## config.mk

```make
export PLATFORM = sky130hd
export DESIGN_NAME = hid_release_safety_fsm_top
export DESIGN_NICKNAME = d
export VERILOG_FILES = /design/src/rtl/hrs_pkg.sv /design/src/rtl/hrs_core.sv /design/src/rtl/hrs_out_fifo.sv /design/src/rtl/hid_release_safety_fsm_top.sv
export SDC_FILE = /design/constraint.sdc
export NUM_CORES = 1
export LEC_CHECK = 0
export BUFFER_PORTS_ARGS = -buffer_cell sky130_fd_sc_hd__buf_2
export CORE_MARGIN = 2
export CORE_UTILIZATION = 40
export DETAILED_ROUTE_END_ITERATION = 10
export SYNTH_ARGS = -nofsm -noshare
export SYNTH_HDL_FRONTEND = slang
export SYNTH_SLANG_ARGS = --single-unit
export TNS_END_PERCENT = 1
```

## constraint.sdc

```tcl
create_clock -name i_clk -period 4.5 [get_ports i_clk]
set_clock_uncertainty 0.2 [all_clocks]
set_input_delay 0.225 -clock i_clk [delete_from_list [all_inputs] [get_ports i_clk]]
set_output_delay 0.225 -clock i_clk [all_outputs]
set_load 0.05 [all_outputs]
```

## src/rtl/hrs_pkg.sv

```systemverilog
// Package for the HID release safety FSM: item/result types, phase, error and
// action codes, field widths. No dependencies.
`default_nettype none
package hrs_pkg;

    localparam int GEN_W    = 32;
    localparam int ATT_W    = 8;
    localparam int ACT_W    = 3;
    localparam int IN_DW    = 40;  // 35 payload bits padded to bytes
    localparam int OUT_DW   = 56;  // 50 payload bits padded to bytes

    localparam logic [GEN_W-1:0] GEN_NONE    = '0;
    localparam logic [GEN_W-1:0] GEN_FIRST   = GEN_W'(1);
    localparam logic [ATT_W-1:0] ATT_DEFAULT = ATT_W'(3);

    typedef enum logic [ACT_W-1:0] {
        ACT_CONNECT    = 3'd0,
        ACT_DISCONNECT = 3'd1,
        ACT_AUTH       = 3'd2,
        ACT_BEGIN      = 3'd3,
        ACT_COMPLETE   = 3'd4,
        ACT_RETRY      = 3'd5
    } t_action;

    typedef enum logic [2:0] {
        PH_DISCONNECTED = 3'd0,
        PH_WAIT_AUTH    = 3'd1,
        PH_WAIT_PATH    = 3'd2,
        PH_RELEASING    = 3'd3,
        PH_CONFIRMED    = 3'd4,
        PH_FAILED       = 3'd5
    } t_phase;

    typedef enum logic [2:0] {
        ER_OK            = 3'd0,
        ER_NOT_CONNECTED = 3'd1,
        ER_AUTH_PENDING  = 3'd2,
        ER_AUTH_FAILED   = 3'd3,
        ER_PATH_PENDING  = 3'd4,
        ER_KBD           = 3'd5,
        ER_CONSUMER      = 3'd6,
        ER_BOTH          = 3'd7
    } t_err;

    typedef struct packed {
        logic [ACT_W-1:0] action;
        logic             auth_success;
        logic [GEN_W-1:0] generation_in;
        logic             keyboard_ok;
        logic             consumer_ok;
    } t_item;

    typedef struct packed {
        logic             accepted;
        logic [GEN_W-1:0] generation_out;
        logic             is_connected;
        logic             is_authenticated;
        logic             is_ready;
        t_phase           phase;
        t_err             error_code;
        logic [ATT_W-1:0] attempts;
    } t_result;

endpackage
`default_nettype wire

```

## src/rtl/hrs_core.sv

```systemverilog
// Session state registers and per-event next-state logic.
// Depends on hrs_pkg.
`default_nettype none
module hrs_core (
    input  wire                       i_clk,
    input  wire                       i_rst_n,
    input  wire                       i_fire,      // registered item is processed
    input  hrs_pkg::t_item            i_item,
    input  wire [hrs_pkg::ATT_W-1:0]  i_max_att,
    output hrs_pkg::t_result          o_result
);
    import hrs_pkg::*;

    logic [GEN_W-1:0] r_gen, n_gen;
    logic             r_link, n_link;
    logic             r_auth, n_auth;
    logic [ATT_W-1:0] r_att, n_att;
    t_phase           r_phase, n_phase;
    t_err             r_err, n_err;
    logic             n_ok;

    logic [GEN_W-1:0] gen_bumped;
    logic             gen_ok;

    // generation skips zero on wrap
    assign gen_bumped = (r_gen == '1) ? GEN_FIRST : r_gen + GEN_FIRST;
    assign gen_ok     = (i_item.generation_in != GEN_NONE) &&
                        (i_item.generation_in == r_gen);

    // next state
    always_comb begin
        n_gen   = r_gen;
        n_link  = r_link;
        n_auth  = r_auth;
        n_att   = r_att;
        n_phase = r_phase;
        n_err   = r_err;
        n_ok    = 1'b0;
        unique case (i_item.action)
            ACT_CONNECT: begin
                n_gen   = gen_bumped;
                n_link  = 1'b1;
                n_auth  = 1'b0;
                n_att   = '0;
                n_phase = PH_WAIT_AUTH;
                n_err   = ER_AUTH_PENDING;
                n_ok    = 1'b1;
            end
            ACT_DISCONNECT: begin
                n_gen   = gen_bumped;
                n_link  = 1'b0;
                n_auth  = 1'b0;
                n_att   = '0;
                n_phase = PH_DISCONNECTED;
                n_err   = ER_NOT_CONNECTED;
                n_ok    = 1'b1;
            end
            ACT_AUTH: begin
                if (r_link) begin
                    n_auth  = i_item.auth_success;
                    n_att   = '0;
                    n_phase = i_item.auth_success ? PH_WAIT_PATH : PH_FAILED;
                    n_err   = i_item.auth_success ? ER_PATH_PENDING : ER_AUTH_FAILED;
                    n_ok    = 1'b1;
                end
            end
            ACT_BEGIN: begin
                if (r_link && r_auth && gen_ok && (r_att < i_max_att) &&
                    (r_phase == PH_WAIT_PATH || r_phase == PH_FAILED)) begin
                    n_att   = r_att + ATT_W'(1);
                    n_phase = PH_RELEASING;
                    n_ok    = 1'b1;
                end
            end
            ACT_COMPLETE: begin
                if (gen_ok && r_link && r_auth && r_phase == PH_RELEASING) begin
                    priority if (i_item.keyboard_ok && i_item.consumer_ok) begin
                        n_phase = PH_CONFIRMED;
                        n_err   = ER_OK;
                        n_ok    = 1'b1;
                    end else if (!i_item.keyboard_ok && !i_item.consumer_ok) begin
                        n_phase = PH_FAILED;
                        n_err   = ER_BOTH;
                    end else if (!i_item.keyboard_ok) begin
                        n_phase = PH_FAILED;
                        n_err   = ER_KBD;
                    end else begin
                        n_phase = PH_FAILED;
                        n_err   = ER_CONSUMER;
                    end
                end
            end
            ACT_RETRY: begin
                if (r_link && r_auth && r_phase != PH_RELEASING) begin
                    if (r_phase != PH_CONFIRMED) begin
                        n_att   = '0;
                        n_phase = PH_WAIT_PATH;
                        n_err   = ER_PATH_PENDING;
                    end
                    n_ok = 1'b1;
                end
            end
            default: ;  // unused codes: ignored
        endcase
    end

    // result snapshot
    always_comb begin
        o_result.accepted         = n_ok;
        o_result.generation_out   = n_gen;
        o_result.is_connected     = n_link;
        o_result.is_authenticated = n_auth;
        o_result.is_ready         = n_link && n_auth && (n_phase == PH_CONFIRMED);
        o_result.phase            = n_phase;
        o_result.error_code       = n_err;
        o_result.attempts         = n_att;
    end

    always_ff @(posedge i_clk) begin
        if (!i_rst_n) begin
            r_gen   <= GEN_NONE;
            r_link  <= 1'b0;
            r_auth  <= 1'b0;
            r_att   <= '0;
            r_phase <= PH_DISCONNECTED;
            r_err   <= ER_NOT_CONNECTED;
        end else if (i_fire) begin
            r_gen   <= n_gen;
            r_link  <= n_link;
            r_auth  <= n_auth;
            r_att   <= n_att;
            r_phase <= n_phase;
            r_err   <= n_err;
        end
    end

    a_idle_holds: assert property (@(posedge i_clk) disable iff (!i_rst_n)
        !i_fire |=> $stable(r_gen) && $stable(r_att) && $stable(r_phase))
        else $error("state changed without an item");
    a_link_has_gen: assert property (@(posedge i_clk) disable iff (!i_rst_n)
        r_link |-> r_gen != GEN_NONE)
        else $error("connected with zero generation");
    a_auth_needs_link: assert property (@(posedge i_clk) disable iff (!i_rst_n)
        r_auth |-> r_link)
        else $error("authenticated while disconnected");
    a_releasing_counted: assert property (@(posedge i_clk) disable iff (!i_rst_n)
        r_phase == PH_RELEASING |-> r_att != '0)
        else $error("releasing without an attempt counted");

endmodule
`default_nettype wire

```

## src/rtl/hrs_out_fifo.sv

```systemverilog
// Two-entry result buffer decoupling the event logic from the output stream.
// Depends on hrs_pkg.
`default_nettype none
module hrs_out_fifo (
    input  wire                i_clk,
    input  wire                i_rst_n,
    input  wire                i_push,
    input  hrs_pkg::t_result   i_data,
    output logic               o_full,
    output logic               o_valid,
    input  wire                i_ready,
    output hrs_pkg::t_result   o_data
);
    import hrs_pkg::*;

    t_result     r_mem [2];
    logic        r_wr_ptr, r_rd_ptr;
    logic [1:0]  r_count, n_count;
    logic        pop;

    assign o_valid = (r_count != 2'd0);
    assign o_full  = (r_count == 2'd2);
    assign pop     = o_valid && i_ready;
    assign o_data  = r_mem[r_rd_ptr];

    always_comb begin
        n_count = r_count;
        if (i_push && !pop)
            n_count = r_count + 2'd1;
        else if (!i_push && pop)
            n_count = r_count - 2'd1;
    end

    always_ff @(posedge i_clk) begin
        if (!i_rst_n) begin
            r_wr_ptr <= 1'b0;
            r_rd_ptr <= 1'b0;
            r_count  <= 2'd0;
        end else begin
            if (i_push)
                r_wr_ptr <= ~r_wr_ptr;
            if (pop)
                r_rd_ptr <= ~r_rd_ptr;
            r_count <= n_count;
        end
    end

    always_ff @(posedge i_clk) begin
        if (i_push)
            r_mem[r_wr_ptr] <= i_data;
    end

    a_no_overflow: assert property (@(posedge i_clk) disable iff (!i_rst_n)
        i_push |-> !o_full)
        else $error("push into full result buffer");
    a_count_range: assert property (@(posedge i_clk) disable iff (!i_rst_n)
        r_count != 2'd3)
        else $error("result buffer count out of range");

endmodule
`default_nettype wire

```

## src/rtl/hid_release_safety_fsm_top.sv

```systemverilog
// Top level of the HID release safety FSM: input item register, config
// register, event core and result buffer. Depends on hrs_pkg, hrs_core, hrs_out_fifo.
// Path: an accepted item is held in the input item register, and its result is
//   registered into the result buffer, from which the master side takes it.
// Throughput: one item per cycle; the input register, the combinational event
//   logic and the two-entry result buffer keep the flow going while the master
//   side is ready. Input stalls only while both buffer entries are held.
// Reset: synchronous active-low i_rst_n; clears the session state
//   (not connected), empties all stages, max_release_attempts returns to 3.
`default_nettype none
module hid_release_safety_fsm_top (
    input  wire                        i_clk,
    input  wire                        i_rst_n,
    // input items
    input  wire                        i_s_axis_tvalid,
    output logic                       o_s_axis_tready,
    // [0] auth_success, [32:1] generation_in, [33] keyboard_ok,
    // [34] consumer_ok, [39:35] zero
    input  wire [hrs_pkg::IN_DW-1:0]   i_s_axis_tdata,
    // [2:0] action
    input  wire [2:0]                  i_s_axis_tuser,
    // result items
    output logic                       o_m_axis_tvalid,
    input  wire                        i_m_axis_tready,
    // [0] accepted, [32:1] generation_out, [33] is_connected,
    // [34] is_authenticated, [35] is_ready, [38:36] phase,
    // [41:39] error_code, [49:42] attempts, [55:50] zero
    output logic [hrs_pkg::OUT_DW-1:0] o_m_axis_tdata,
    // max_release_attempts write
    input  wire                        i_cfg_valid,
    output logic                       o_cfg_ready,
    input  wire [7:0]                  i_cfg_data
);
    import hrs_pkg::*;

    logic             r_in_vld;
    t_item            r_item;
    logic [ATT_W-1:0] r_max_att;

    logic     s_accept;
    logic     advance;
    logic     fifo_full;
    t_result  core_res;
    t_result  out_res;

    // the input register drains into the core whenever the buffer has room
    assign advance         = r_in_vld && !fifo_full;
    assign o_s_axis_tready = !r_in_vld || advance;
    assign s_accept        = i_s_axis_tvalid && o_s_axis_tready;
    assign o_cfg_ready     = 1'b1;

    always_ff @(posedge i_clk) begin
        if (!i_rst_n) begin
            r_in_vld  <= 1'b0;
            r_max_att <= ATT_DEFAULT;
        end else begin
            if (s_accept)
                r_in_vld <= 1'b1;
            else if (advance)
                r_in_vld <= 1'b0;
            if (i_cfg_valid)
                r_max_att <= i_cfg_data;
        end
    end

    // payload, no reset needed
    always_ff @(posedge i_clk) begin
        if (s_accept) begin
            r_item.action        <= i_s_axis_tuser;
            r_item.auth_success  <= i_s_axis_tdata[0];
            r_item.generation_in <= i_s_axis_tdata[32:1];
            r_item.keyboard_ok   <= i_s_axis_tdata[33];
            r_item.consumer_ok   <= i_s_axis_tdata[34];
        end
    end

    hrs_core u_core (
        .i_clk     (i_clk),
        .i_rst_n   (i_rst_n),
        .i_fire    (advance),
        .i_item    (r_item),
        .i_max_att (r_max_att),
        .o_result  (core_res)
    );

    hrs_out_fifo u_out (
        .i_clk   (i_clk),
        .i_rst_n (i_rst_n),
        .i_push  (advance),
        .i_data  (core_res),
        .o_full  (fifo_full),
        .o_valid (o_m_axis_tvalid),
        .i_ready (i_m_axis_tready),
        .o_data  (out_res)
    );

    assign o_m_axis_tdata = {6'b0,
                             out_res.attempts,
                             out_res.error_code,
                             out_res.phase,
                             out_res.is_ready,
                             out_res.is_authenticated,
                             out_res.is_connected,
                             out_res.generation_out,
                             out_res.accepted};

endmodule
`default_nettype wire
```

### Yosys cells after proc, flatten, opt, wreduce, memory -nomap -nowiden

Memories as Yosys holds them, arrays and structs flattened. A register that Yosys moved wholly into a read port is not among the register bits.
Index checks and enable logic that the tools add are counted.

* register bits after elaboration: 99
* bits in writable memories: 100
* memories kept: 1

* $add $sub $neg: 4
* $lt $le $gt $ge: 1
* eq/ne operators: 14
* multiplexer cells: 41
* bitwise operators: 2
* reduce and logical (&&, ||, !) cells: 32

Memories
* u_out.r_mem: depth 2, bits a word 50, rd ports 1, clocked after memory_dff 1, write ports 1, line hrs_out_fifo.sv:16 `t_result r_mem [2];`

Operator list (number)
* 32-bit 2-to-1 mux: 2
* 3-bit 2-to-1 mux: 13
* 32-bit by 1-bit adder with 32-bit output, second input constant: 1
* 32-bit equality test: 1
* 32-bit equality test, second input constant: 1
* 8-bit 2-to-1 mux: 4
* 8-bit case mux with 4 select lines: 1
* 32-bit nonzero test: 1
* 1-bit logical AND: 18
* 3-bit case mux with 6 select lines: 1
* 3-bit case mux with 5 select lines: 1
* 1-bit 2-to-1 mux: 13
* 3-bit by 2-bit equality test with 1-bit output, second input constant: 4
* 3-bit equality test, second input constant: 4
* 8-bit by 1-bit adder with 8-bit output, second input constant: 1
* 8-bit less-than comparator: 1
* 1-bit zero test: 6
* 2-bit 2-to-1 mux: 3
* 2-bit nonzero test: 3
* 1-bit case mux with 5 select lines: 1
* 1-bit case mux with 2 select lines: 2
* 3-bit by 1-bit equality test with 1-bit output, second input constant: 1
* 3-bit zero test: 1
* 3-bit by 2-bit != test with 1-bit output, second input constant: 1
* 7 further kinds: 9

### Depth between registers and ports, before layout

* depth after elaboration: 9
* mapped depth: 10
* depth with buffers taken out: 9

### By module

A second synthesis with hierarchy kept.

* cells, all modules: 875
* area total of the unflattened synthesis: 9813.2 µm²

Modules (own cells, without submodules)
* hrs_core: times used 1, cells each 619, area each 4453.0 µm², seq. area each 960.9 µm²
* hrs_out_fifo: times used 1, cells each 178, area each 3814.9 µm², seq. area each 3103.0 µm²
* hid_release_safety_fsm_top: times used 1, cells each 78, area each 1545.2 µm², seq. area each 1321.3 µm²

### Least setup slack after synthesis

Ideal clock, no wire load.

* kind: flip-flop to flip-flop
* from: reg u_out.r_count[0]
* to: mem u_out.r_mem[0][0] (netlist bit), enable pin
* library setup time: 0.459 ns
* arrival: 2.965 ns
* path slack: 0.876 ns
* cell stages (with the launch flop): 5
* path buffers: 1
* clock period less this slack: 3.624 ns
* cell sequence: dfxtp_1 -> nand2b_1 -> nand2_1 -> clkbuf_1 -> nor2_1

* cells in the longest elaborated chain, start to end: 5

RTL lines
* start, declared: line hrs_out_fifo.sv:18 `logic [1:0] r_count, n_count;`
* start signal, assigned: line hrs_out_fifo.sv:44 `r_count <= n_count;`
* 2-bit equality test: line hrs_out_fifo.sv:22 `assign o_full = (r_count == 2'd2);`
* 1-bit zero test: line hid_release_safety_fsm_top.sv:47 `assign advance = r_in_vld && !fifo_full;`
* 1-bit logical AND: line hid_release_safety_fsm_top.sv:47
* 1-bit 2-to-1 mux: line hrs_out_fifo.sv:49 `if (i_push)`
* 1-bit 2-to-1 mux (not written as such): line hrs_out_fifo.sv:50 `r_mem[r_wr_ptr] <= i_data;`
* end, declared: line hrs_out_fifo.sv:16

Every way passes these cells.

### Worst setup path in the final report

* from: reg u_core.r_gen[0]
* to: reg u_core.r_gen[27]

* cells in the longest elaborated chain, start to end: 3

RTL lines
* start, declared: line hrs_core.sv:14 `logic [GEN_W-1:0] r_gen, n_gen;`
* start signal, assigned: line hrs_core.sv:128 `r_gen <= n_gen;`
* 32-bit by 1-bit adder with 32-bit output or 32-bit equality test (tied branches): line hrs_core.sv:26 `assign gen_bumped = (r_gen == '1) ? GEN_FIRST : r_gen + GEN_FIRST;`
* 32-bit 2-to-1 mux *: line hrs_core.sv:26
* 32-bit 2-to-1 mux *: line hrs_core.sv:39 `unique case (i_item.action)`

Mark *: on every way between the ends. The rest lies on a longest branch, timed or not.
A chain may end at the register's enable or synchronous reset.

==> results_dict.tcl <==
set metrics [dict create \
    track_usage_pct 18.2 \
    synth_top_family_by_area "simple AND/OR/NAND/NOR gates" \
    fin_cells 1337 \
    grt_pass1_vias 6759 \
    finalSetupViolations 0 \
    clk_pin_slew_ns 0.08 \
    worstSetupPathType "flop to flop" \
    setup_tns_ns 0 \
    antenna_cells 0 \
    grt_pass1_wl_um 36800 \
    vdd_ir_drop_max_mv 0.295 \
    hold_violations 0 \
    post-route-period-util_pct 73.7 \
    crit_path_start "u_core.r_gen[0]" \
    path_buf_inv 0 \
    crit_chain "ha_1, or3b_4, nor4_2, and3_1, nand3_1, nand2_1, nor3_1, o2bb2ai_1" \
    max_slew_margin_pct 38.4 \
    ys_seq_area_share_pct 55.0 \
    period_needed_ns 3.31 \
    tightest_slew_ns 0.924 \
    drc 0 \
    syn-instance-count 875 \
    io_buffers 102 \
    drt-initial-drc-count 556 \
    critPathRequiredTime_ns 4.64 \
    grt_overflow 0 \
    layout_commonest_cell "edfxtp_1" \
    fp.coreArea_um2 24200 \
    synth-compound-area-share_pct 8.85 \
    cts_buffers 17 \
    synth_xor_area_share_pct 6.96 \
    grt_max_degree 51 \
    synth-edff-count 138 \
    min_to "r_max_att[7]" \
    ff2ff_path_depth 8 \
    crit_path_top_delay_cell "dfxtp_1" \
    synthAdderAreaFrac_pct 1.28 \
    worst_setup_path_start_kind "flop" \
    ys_types 72 \
    leakagePower_nw 4.40 \
    dp_hpwl_um 15600 \
    min_from "i_cfg_valid" \
    pin_count 115 \
    yosysWarningCount 0 \
    synthSimpleGateAreaFrac_pct 17.5 \
    clock_sinks 200 \
    critical_path.top_delay_family "simple AND/OR/NAND/NOR gates" \
    status "finished clean" \
    cap_violations 0 \
    ys.flop_type "edfxtp_1" \
    final_nets 1066 \
    min_path_type "primary input to flop" \
    avgRoutedWirePerCell_um 17.4 \
    max_stage_delay_ns 0.49 \
    area_growth_pct 18.8 \
    report.final.slew_viol_count 0 \
    reg2reg_slack_ns 1.19 \
    rsz0062_at_grt "false" \
    cts_root_buf "clkbuf_16" \
    arrival_ns 3.46 \
    synth_mux_area_share_pct 6.56 \
    avgViaCountPerCell 5.25 \
    routed_wl_um 23200 \
    cts_max_level 4 \
    cts-resized-gates 0 \
    hold_depth 3 \
    syn-cell-area_um2 9800 \
    start_util_pct 40.5 \
    drt-pass1-iter-count 5 \
    dp.cells 1255 \
    path_max_fanout 12 \
    rr_startpoint "u_core.r_gen[0]" \
    vias 7023 \
    gp_congestion 0.938 \
    async_flop_share_pct 0 \
    rr_endpoint "u_core.r_gen[27]" \
    drive_gt1_share_pct 22.5 \
    cts_setup_buffers 0 \
    final_cell_mix "138 x edfxtp_1, 102 x buf_2, 75 x nand2_1, 61 x dfxtp_1, 52 x xor2_1" \
    postRouteAntennaNets 0 \
    syn_avg_cell_area_um2 11.2 \
    cts_tree "built" \
    die_area_um2 25800 \
    cts_buffer_depth 2 \
    die_w_um 161 \
    ys_ff_latch 200 \
    fin_hold_ws_ns 0.0200 \
    end_kind "flop" \
    die_h_um 161 \
    antenna_found_initial 0 \
    insertion_delay_ns 0.45 \
    rows 57 \
    fmax_ghz 0.302 \
    power_density_nw_per_um2 437 \
]
sequential cells by signal, indices dropped and copies added (netlist names), 2 cells and up, named ones only:
name / cells
r_item: 38
r_max_att: 8
u_core.r_att: 8
u_core.r_err: 3
u_core.r_gen: 32
u_core.r_phase: 3
u_out.r_count: 2
u_out.r_mem: 100
worst max path at each step:
stage                                    to  slack [ns]  depth (start not counted)
after floorplan           u_out.r_mem[0][0]        0.88                          4
after global placement     u_core.r_gen[27]        1.21                          8
after detailed placement   u_core.r_gen[27]        1.20                          8
after CTS                  u_core.r_gen[27]        1.18                          8
after global routing       u_core.r_gen[27]        0.92                          8
final                      u_core.r_gen[27]        1.19                          8
layer usage:
metal	GRT usage, %	share of wire, %	vias up
li1	-	-	3423
met1	26.3	49	3357
met2	27.3	44	202
met3	3.10	4.6	41
met4	7.58	2.5	0
met5	0	0	-
cell usage after synthesis, types with 8 or more instances:
| cell type | number | share of area [%] |
|---|---|---|
| ha_1 | 10 | 1.3 |
| edfxtp_1 | 138 | 42 |
| mux2_2 | 50 | 5.7 |
| nor2_1 | 52 | 2.0 |
| clkbuf_1 | 32 | 1.2 |
| and3_1 | 11 | 0.70 |
| nor4_1 | 22 | 1.4 |
| buf_4 | 8 | 0.61 |
| nand2_1 | 75 | 2.9 |
| buf_2 | 16 | 0.82 |
| o31ai_1 | 8 | 0.61 |
| dfxtp_1 | 62 | 13 |
| a21boi_0 | 9 | 0.69 |
| nand3_1 | 36 | 1.8 |
| inv_1 | 18 | 0.69 |
| o21ai_0 | 40 | 2.0 |
| mux2i_1 | 8 | 0.82 |
| and2_1 | 23 | 1.5 |
| xor2_1 | 52 | 4.6 |
| nor3_1 | 15 | 0.77 |
| nor2b_1 | 10 | 0.64 |
| o22ai_1 | 8 | 0.51 |
| a31oi_1 | 9 | 0.57 |
| xnor2_1 | 24 | 2.1 |
| a21oi_1 | 25 | 1.3 |
| nand4_1 | 16 | 1.0 |
stage by stage:
step	utilization [%]	setup WS (ns)	total power [mW]	instance area, um2
floorplan	-	0.876	3.25	9820
global placement	43.6	1.21	3.55	10500
detailed placement	43.6	1.20	3.56	10500
CTS	48.1	1.18	5.14	11600
global route	48.1	0.916	5.29	11600
finish	48.1	1.19	5.09	11600
power by group:
part,internal [mW],switching [mW]
Combinational,0.402,0.905
Sequential,2.12,0.114
Clock,0.798,0.750
cells by family (layout without fill, tap and decap cells):
kind of cell,Yosys count,count (layout)
AOI/OAI and AO/OA,135,135
xor gates and xnor gates,77,77
adders and majority gates,10,10
buffers and inverters,82,215
DFF,200,200
muxes,58,58
other,2,7
and+or+nand+nor,311,311
worst min-delay path, stage by stage:
cell and delay, ns:
buf_2 0.18, mux2i_1 0.16, nor2b_1 0.05
cell type report:
cell class | count | area, um2
Fill cell | 2174 | 12500
Inverter | 18 | 67.6
Multi-Input combinational cell | 598 | 4070
Clock buffer | 17 | 425
Sequential cell | 200 | 5390
Timing Repair Buffer | 165 | 1110
Tap cell | 324 | 405
Clock inverter | 15 | 178
timing repair:
item,4_1_cts,5_1_grt
hold buffers,50,0
endpoints found under the hold margin,47,0
setup endpoints to repair,0,0
No activity file was read; power rests on OpenSTA's default activity.
